--- src/rtl/atan2_pa_pkg.sv ---
// Shared types and constants for the fixed-point atan2 approximation unit.
package atan2_pa_pkg;

  localparam int ANGLE_W = 16;

  localparam logic [14:0] COEF_N1     = 15'd31863;
  localparam logic [12:0] COEF_N2_MAG = 13'd6290;

  localparam logic signed [ANGLE_W-1:0] PI_Q13      = 16'sd25736;
  localparam logic signed [ANGLE_W-1:0] HALF_PI_Q13 = 16'sd12868;

  typedef struct packed {
    logic x_zero;
    logic y_zero;
    logic x_neg;
    logic y_neg;
    logic swapped;
  } ctrl_t;

endpackage

--- src/rtl/atan2_polynomial_approx_unit.sv ---
// Pipelined atan2 approximation: restoring divider followed by a cubic polynomial.
// Request path: stage 1, stage 2, divider stages, polynomial stages, then the done register.
// Throughput: one request per cycle; the divider retires one quotient bit per stage.
// Each pipeline stage carries its own valid bit, so requests flow without gaps.
// Synchronous reset clears every valid bit and holds busy high while rst is asserted.
// The receiver cannot stall; each result is presented with done for one cycle.
module atan2_polynomial_approx_unit
  import atan2_pa_pkg::*;
#(
  parameter int DATA_WIDTH = 16
) (
  input  logic                         clk,
  input  logic                         rst,
  input  logic                         start,
  output logic                         busy,
  input  logic signed [DATA_WIDTH-1:0] y_value,
  input  logic signed [DATA_WIDTH-1:0] x_value,
  output logic                         done,
  output logic signed [ANGLE_W-1:0]    angle
);

  localparam int W       = DATA_WIDTH;
  localparam int F       = DATA_WIDTH - 1;
  localparam int LATENCY = DATA_WIDTH + 5;

  assign busy = rst;

  // Stage 1: magnitudes and sign flags.
  logic         s1_vld;
  logic [W-1:0] s1_ax;
  logic [W-1:0] s1_ay;
  ctrl_t        s1_ctrl;

  always_ff @(posedge clk) begin
    if (rst) begin
      s1_vld <= 1'b0;
    end else begin
      s1_vld <= start && !busy;
    end
  end

  always_ff @(posedge clk) begin
    s1_ax <= x_value[W-1] ? ($unsigned(~x_value) + 1'b1) : $unsigned(x_value);
    s1_ay <= y_value[W-1] ? ($unsigned(~y_value) + 1'b1) : $unsigned(y_value);
    s1_ctrl.x_zero  <= (x_value == '0);
    s1_ctrl.y_zero  <= (y_value == '0);
    s1_ctrl.x_neg   <= x_value[W-1];
    s1_ctrl.y_neg   <= y_value[W-1];
    s1_ctrl.swapped <= 1'b0;
  end

  // Stage 2 and divider stages: the smaller magnitude is divided by the larger one.
  logic         div_vld  [0:F];
  logic [W-1:0] div_rem  [0:F];
  logic [W-1:0] div_den  [0:F];
  logic [F-1:0] div_quo  [0:F];
  ctrl_t        div_ctrl [0:F];

  logic swap;
  assign swap = (s1_ax < s1_ay);

  always_ff @(posedge clk) begin
    if (rst) begin
      div_vld[0] <= 1'b0;
    end else begin
      div_vld[0] <= s1_vld;
    end
  end

  always_ff @(posedge clk) begin
    div_rem[0]  <= swap ? s1_ax : s1_ay;
    div_den[0]  <= swap ? s1_ay : s1_ax;
    div_quo[0]  <= '0;
    div_ctrl[0] <= '{x_zero:  s1_ctrl.x_zero,
                     y_zero:  s1_ctrl.y_zero,
                     x_neg:   s1_ctrl.x_neg,
                     y_neg:   s1_ctrl.y_neg,
                     swapped: swap};
  end

  for (genvar k = 0; k < F; k++) begin : g_div
    logic [W:0] shifted;
    logic [W:0] diff;
    logic       fits;

    assign shifted = {div_rem[k], 1'b0};
    assign diff    = shifted - {1'b0, div_den[k]};
    assign fits    = (shifted >= {1'b0, div_den[k]});

    always_ff @(posedge clk) begin
      if (rst) begin
        div_vld[k+1] <= 1'b0;
      end else begin
        div_vld[k+1] <= div_vld[k];
      end
    end

    always_ff @(posedge clk) begin
      div_rem[k+1]  <= fits ? diff[W-1:0] : shifted[W-1:0];
      div_den[k+1]  <= div_den[k];
      div_quo[k+1]  <= {div_quo[k][F-2:0], fits};
      div_ctrl[k+1] <= div_ctrl[k];
    end
  end

  // Polynomial stages.
  logic         m1_vld;
  logic [F-1:0] m1_z;
  logic [F-1:0] m1_z2;
  ctrl_t        m1_ctrl;

  logic         m2_vld;
  logic [F-1:0] m2_z;
  logic [14:0]  m2_c;
  ctrl_t        m2_ctrl;

  logic          m3_vld;
  logic [F+14:0] m3_pc;
  ctrl_t         m3_ctrl;

  logic [2*F-1:0] sq;
  logic [F+12:0]  n2_prod;
  logic [F+15:0]  rounded;
  logic [13:0]    p_mag;
  logic signed [ANGLE_W-1:0] p_signed;
  logic signed [ANGLE_W-1:0] angle_next;

  assign sq      = div_quo[F] * div_quo[F];
  assign n2_prod = COEF_N2_MAG * m1_z2;

  always_ff @(posedge clk) begin
    if (rst) begin
      m1_vld <= 1'b0;
      m2_vld <= 1'b0;
      m3_vld <= 1'b0;
      done   <= 1'b0;
    end else begin
      m1_vld <= div_vld[F];
      m2_vld <= m1_vld;
      m3_vld <= m2_vld;
      done   <= m3_vld;
    end
  end

  always_ff @(posedge clk) begin
    m1_z    <= div_quo[F];
    m1_z2   <= sq[2*F-1:F];
    m1_ctrl <= div_ctrl[F];
    m2_z    <= m1_z;
    m2_c    <= COEF_N1 - {2'b00, n2_prod[F+12:F]};
    m2_ctrl <= m1_ctrl;
    m3_pc   <= m2_c * m2_z;
    m3_ctrl <= m2_ctrl;
    angle   <= angle_next;
  end

  always_comb begin
    rounded  = {1'b0, m3_pc} + ((F+16)'(1) << (F + 1));
    p_mag    = rounded[F+15:F+2];
    p_signed = $signed({2'b00, p_mag});
    if (m3_ctrl.x_neg ^ m3_ctrl.y_neg) begin
      p_signed = -p_signed;
    end
    if (m3_ctrl.x_zero) begin
      if (m3_ctrl.y_zero) begin
        angle_next = '0;
      end else if (m3_ctrl.y_neg) begin
        angle_next = -HALF_PI_Q13;
      end else begin
        angle_next = HALF_PI_Q13;
      end
    end else if (m3_ctrl.swapped) begin
      angle_next = (m3_ctrl.y_neg ? -HALF_PI_Q13 : HALF_PI_Q13) - p_signed;
    end else if (m3_ctrl.x_neg) begin
      angle_next = (m3_ctrl.y_neg ? -PI_Q13 : PI_Q13) + p_signed;
    end else begin
      angle_next = p_signed;
    end
  end

  // Every accepted request raises done once it has passed through the whole pipeline.
  a_latency: assert property (@(posedge clk) disable iff (rst)
    (start && !busy) |-> ##LATENCY done)
    else $error("result strobe missing at the expected latency");

  // Results always lie within plus or minus pi.
  a_range: assert property (@(posedge clk) disable iff (rst)
    done |-> (angle <= PI_Q13) && (angle >= -PI_Q13))
    else $error("angle outside of plus or minus pi");

  // A zero pair yields a zero angle.
  a_origin: assert property (@(posedge clk) disable iff (rst)
    (m3_vld && m3_ctrl.x_zero && m3_ctrl.y_zero) |=> (angle == '0))
    else $error("zero input did not give a zero angle");

  // The quotient never exceeds one, so the polynomial magnitude stays below pi/4 plus rounding.
  a_poly: assert property (@(posedge clk) disable iff (rst)
    m3_vld |-> (p_mag <= 14'd8192))
    else $error("polynomial magnitude out of range");

endmodule

--- config.mk ---
export PLATFORM = sky130hd
export DESIGN_NAME = atan2_polynomial_approx_unit
export DESIGN_NICKNAME = d
export VERILOG_FILES = /design/src/rtl/atan2_pa_pkg.sv /design/src/rtl/atan2_polynomial_approx_unit.sv
export SDC_FILE = /design/constraint.sdc
export NUM_CORES = 2
export LEC_CHECK = 0
export BUFFER_PORTS_ARGS = -buffer_cell sky130_fd_sc_hd__buf_4
export CAP_MARGIN = 15
export CORE_MARGIN = 2
export CORE_UTILIZATION = 62
export CTS_CLUSTER_DIAMETER = 40
export DETAILED_ROUTE_END_ITERATION = 6
export PLACE_DENSITY = 0.79
export SYNTH_ARGS = -nofsm -noshare
export SYNTH_HDL_FRONTEND = slang
export SYNTH_SLANG_ARGS = --single-unit
--- constraint.sdc ---
create_clock -name clk -period 15.7 [get_ports clk]
set_input_delay 1.57 -clock clk [delete_from_list [all_inputs] [get_ports clk]]
set_output_delay 1.57 -clock clk [all_outputs]
set_load 0.1 [all_outputs]
==> metrics.csv <==
stage,metric,value,unit
run_status,status,"complete, no violations",
detailed_routing,avgViaCountPerCell,5.41,
final_layout,nNetsFinal,5958,
sta,max-slew-margin-rel,26.3,%
detailed_routing,drc,0,
logic_synthesis,syn-num-nets,5883,
global_route,grt_usage,24.4,%
worst_setup_path,cp.arrival,7.51,ns
detailed_routing,met2WireLength,48500,µm
sta,whs,0.289,ns
cts,htreeDepth,3,
logic_synthesis,syn-instance-count,4960,
worst_setup_path,path_class,reg -> reg,
final_layout,stdcell_count,6162,
worst_setup_path,cp-end-kind,flip-flop,
global_route,grt_pass1_wl,164000,µm
floorplanning,ioPinCount,53,
sta,fin_ws,8.76,ns
final_layout,fillCellCount,5584,
sta,fin_crit_sh,44.2,%
worst_setup_path,cp_max_fo,17,
floorplanning,fp.dieW,285,µm
placed_design,dp_cells,5969,
logic_synthesis,yosys_register_bits,841,
min_path,holdCritPathClass,reg -> reg,
placed_design,portBuffers,52,
worst_setup_path,max_stage_delay,0.76,ns
logic_synthesis,synth_top_area_share,34.5,%
detailed_routing,maxUsedRoutingLayer,met4,
floorplanning,dieArea,81000,µm²
cts,ctsResizeCount,0,
global_route,overflow,0,
cts,post-cts-setup-buffer-count,0,
detailed_routing,wl,96900,µm
sta,fin_crit,6.94,ns
sta,rsz0062_at_grt,no,
cts,cts_tree,yes,
logic_synthesis,syn_area,48800,µm²
detailed_routing,initialDrtViolationCount,1852,
logic_synthesis,synthTopCellsByArea,"dfxtp_1 34%, ha_1 14%, fa_1 14%, inv_1 6.4%, xnor2_1 3.7%",
logic_synthesis,yosys-top-cells-count,"841 x dfxtp_1, 834 x inv_1, 548 x ha_1",
cts,ctsHoldBuffers,0,
worst_setup_path,r2r-end,m1_z2[14],
sta,fin_tns_setup,0,ns
worst_setup_path,cp_slowest_cell,dfxtp_1,
logic_synthesis,yosysWarnings,0,
worst_setup_path,r2r_cells,23,
worst_setup_path,cp_common_cell,fa_1,
global_route,first_global_vias,34500,
global_route,grt_antenna_before_repair,0,
min_path,min-delay-start,div_quo[12][9],
final_layout,syn2layout_area_growth,10.6,%
sta,hold_violations,0,
logic_synthesis,ys_dominant_reg_cell,dfxtp_1,
cts,clkSinkCount,841,
logic_synthesis,ys_seq_area_share,34.5,%
cts,cts_buffers,104,
min_path,holdPathStages,0,
sta,worst_pin_slew,1.11,ns
logic_synthesis,yosysTopAreaCell,dfxtp_1,
floorplanning,initial_core_util,62.8,%
worst_setup_path,reg2reg_from,div_quo[15][3],
detailed_routing,drtAntennaViolNets,0,
detailed_routing,firstDrtPassIters,7,
placed_design,pre_cts_ws,8.82,ns
placed_design,gp_congestion,0.904,
job,maxCapViolations,0,
sta,fmaxAchievable,0.144,GHz
logic_synthesis,synth.distinct_cells,83,
logic_synthesis,synth.most_common_cell,dfxtp_1,
cts,cts_root_buf,clkbuf_16,
worst_setup_path,critPathLaunchType,flip-flop,
global_route,grt_max_degree,34,
logic_synthesis,synth.avg_cell_area,9.84,µm²
placed_design,dpl.hpwl,72900,µm
sta,skew,0.0552,ns
floorplanning,placementRows,102,
floorplanning,die_h,285,µm
logic_synthesis,async_flop_share,0,%
cts,clk_pin_slew,0.06,ns
detailed_routing,num_vias,33300,
final_layout,layout-drive-gt1-share,8.75,%
detailed_routing,wire_per_inst,15.7,µm
final_layout,antenna_cells,0,
cts,clock_path_buffers,3,
worst_setup_path,crit_path_cell_trace,inv_1 > nor2_1 > fa_1 > inv_1 > fa_1 > inv_1 > fa_1 > fa_1 > fa_1 > inv_1 > fa_1 > inv_1 > ha_1 > o41ai_1 > a22oi_1 > a31oi_1 > o21ai_1 > a211o_1 > a221oi_2 > o21ai_0 > o21a_1 > nor2_1 > xnor2_1,
floorplanning,core_area,77700,µm²
cts,worstSkewPairLatency,0.68,ns
sta,slew_violations,0,
logic_synthesis,synth_edf_count,0,
detailed_routing,wl_met1,41700,µm
min_path,hold_path_end,div_quo[13][10],
detailed_routing,met3_length,3480,µm
worst_setup_path,regToRegSetupSlack,8.76,ns
worst_setup_path,cp.required,16.27,ns
sta,setup_violations,0,
## sequential cells by signal, indices dropped and copies added, names as in the netlist, 14 cells and up
signal    count
div_vld      16
m1_z         15
angle        16
m2_c         14
div_ctrl     80
m3_pc        14
m1_z2        15
div_den     240
m2_z         15
s1_ax        16
div_quo     120
div_rem     240
s1_ay        16
## final cells by class
type / instances / area [µm²] / area share, %
tap: 1040 / 1300 / 2.41
multi-input combinational: 3194 / 28500 / 52.8
clock buffer: 122 / 2780 / 5.15
clock inverter: 71 / 997 / 1.85
sequential: 841 / 16800 / 31.2
timing repair buffer: 59 / 443 / 0.821
inverter: 835 / 3130 / 5.81
## cell usage in the layout (no fill, tap or decap), types with 16 or more instances in the layout
| cell | instances |
|---|---|
| a211oi_1 | 30 |
| buf_4 | 59 |
| or3_1 | 33 |
| nor2b_1 | 86 |
| inv_6 | 16 |
| o21ai_0 | 139 |
| nand4_1 | 46 |
| nor2_1 | 234 |
| nor4_1 | 16 |
| inv_1 | 834 |
| fa_1 | 340 |
| a21o_1 | 77 |
| nor3_1 | 82 |
| xor2_1 | 68 |
| nand2b_1 | 30 |
| o31ai_1 | 37 |
| mux2_2 | 154 |
| ha_1 | 548 |
| o21a_1 | 48 |
| a21oi_1 | 201 |
| and3_1 | 21 |
| a21boi_0 | 19 |
| mux2i_1 | 20 |
| and2_1 | 189 |
| xnor2_1 | 204 |
| nand3_1 | 67 |
| a31oi_1 | 19 |
| dfxtp_1 | 841 |
| clkbuf_16 | 105 |
| o41ai_1 | 17 |
| nand2_1 | 292 |
## cell families after synthesis
kind of cell | Yosys count | share of synthesized area, %
compound gates | 720 | 9.71
xor+xnor | 273 | 4.94
fa+ha+maj | 888 | 28.0
buf+inv | 925 | 7.18
flops | 841 | 34.5
mux | 175 | 3.99
simple gates | 1138 | 11.7
## per-stage QoR
stage	utilization (%)	instance area, µm²
2_1_floorplan	-	48800
3_3_place_gp	64.6	50200
3_5_place_dp	64.6	50200
4_1_cts	69.4	54000
5_1_grt	69.4	54000
6_report	69.4	54000
## how the worst max path moves through the flow
stage	from	end	depth (start not counted)
after floorplan	div_quo[15][3]	m1_z2[14]	24
after global placement	div_quo[15][3]	m1_z2[14]	23
after detailed placement	div_quo[15][3]	m1_z2[14]	23
after CTS	div_quo[15][3]	m1_z2[14]	23
after global routing	div_quo[15][3]	m1_z2[14]	23
final	div_quo[15][3]	m1_z2[14]	23
## worst max-delay path, delay by kind of cell (launching register included)
| family | cells | cell delay (ns) |
|---|---|---|
| xor+xnor | 1 | 0.12 |
| buf+inv | 5 | 0.47 |
| flops | 1 | 0.76 |
| simple gates | 2 | 0.38 |
| compound gates | 8 | 2.07 |
| fa+ha+maj | 7 | 3.00 |
## routing by layer
metal,vias to the layer above,track usage (%)
li1,16400,-
met1,16000,30.1
met2,637,43.4
met3,211,3.16
met4,0,8.84
met5,-,0
Power is left out: the tool's default activity adds up to more than one toggle a clock period on the data nets, which glitch-free logic cannot reach.
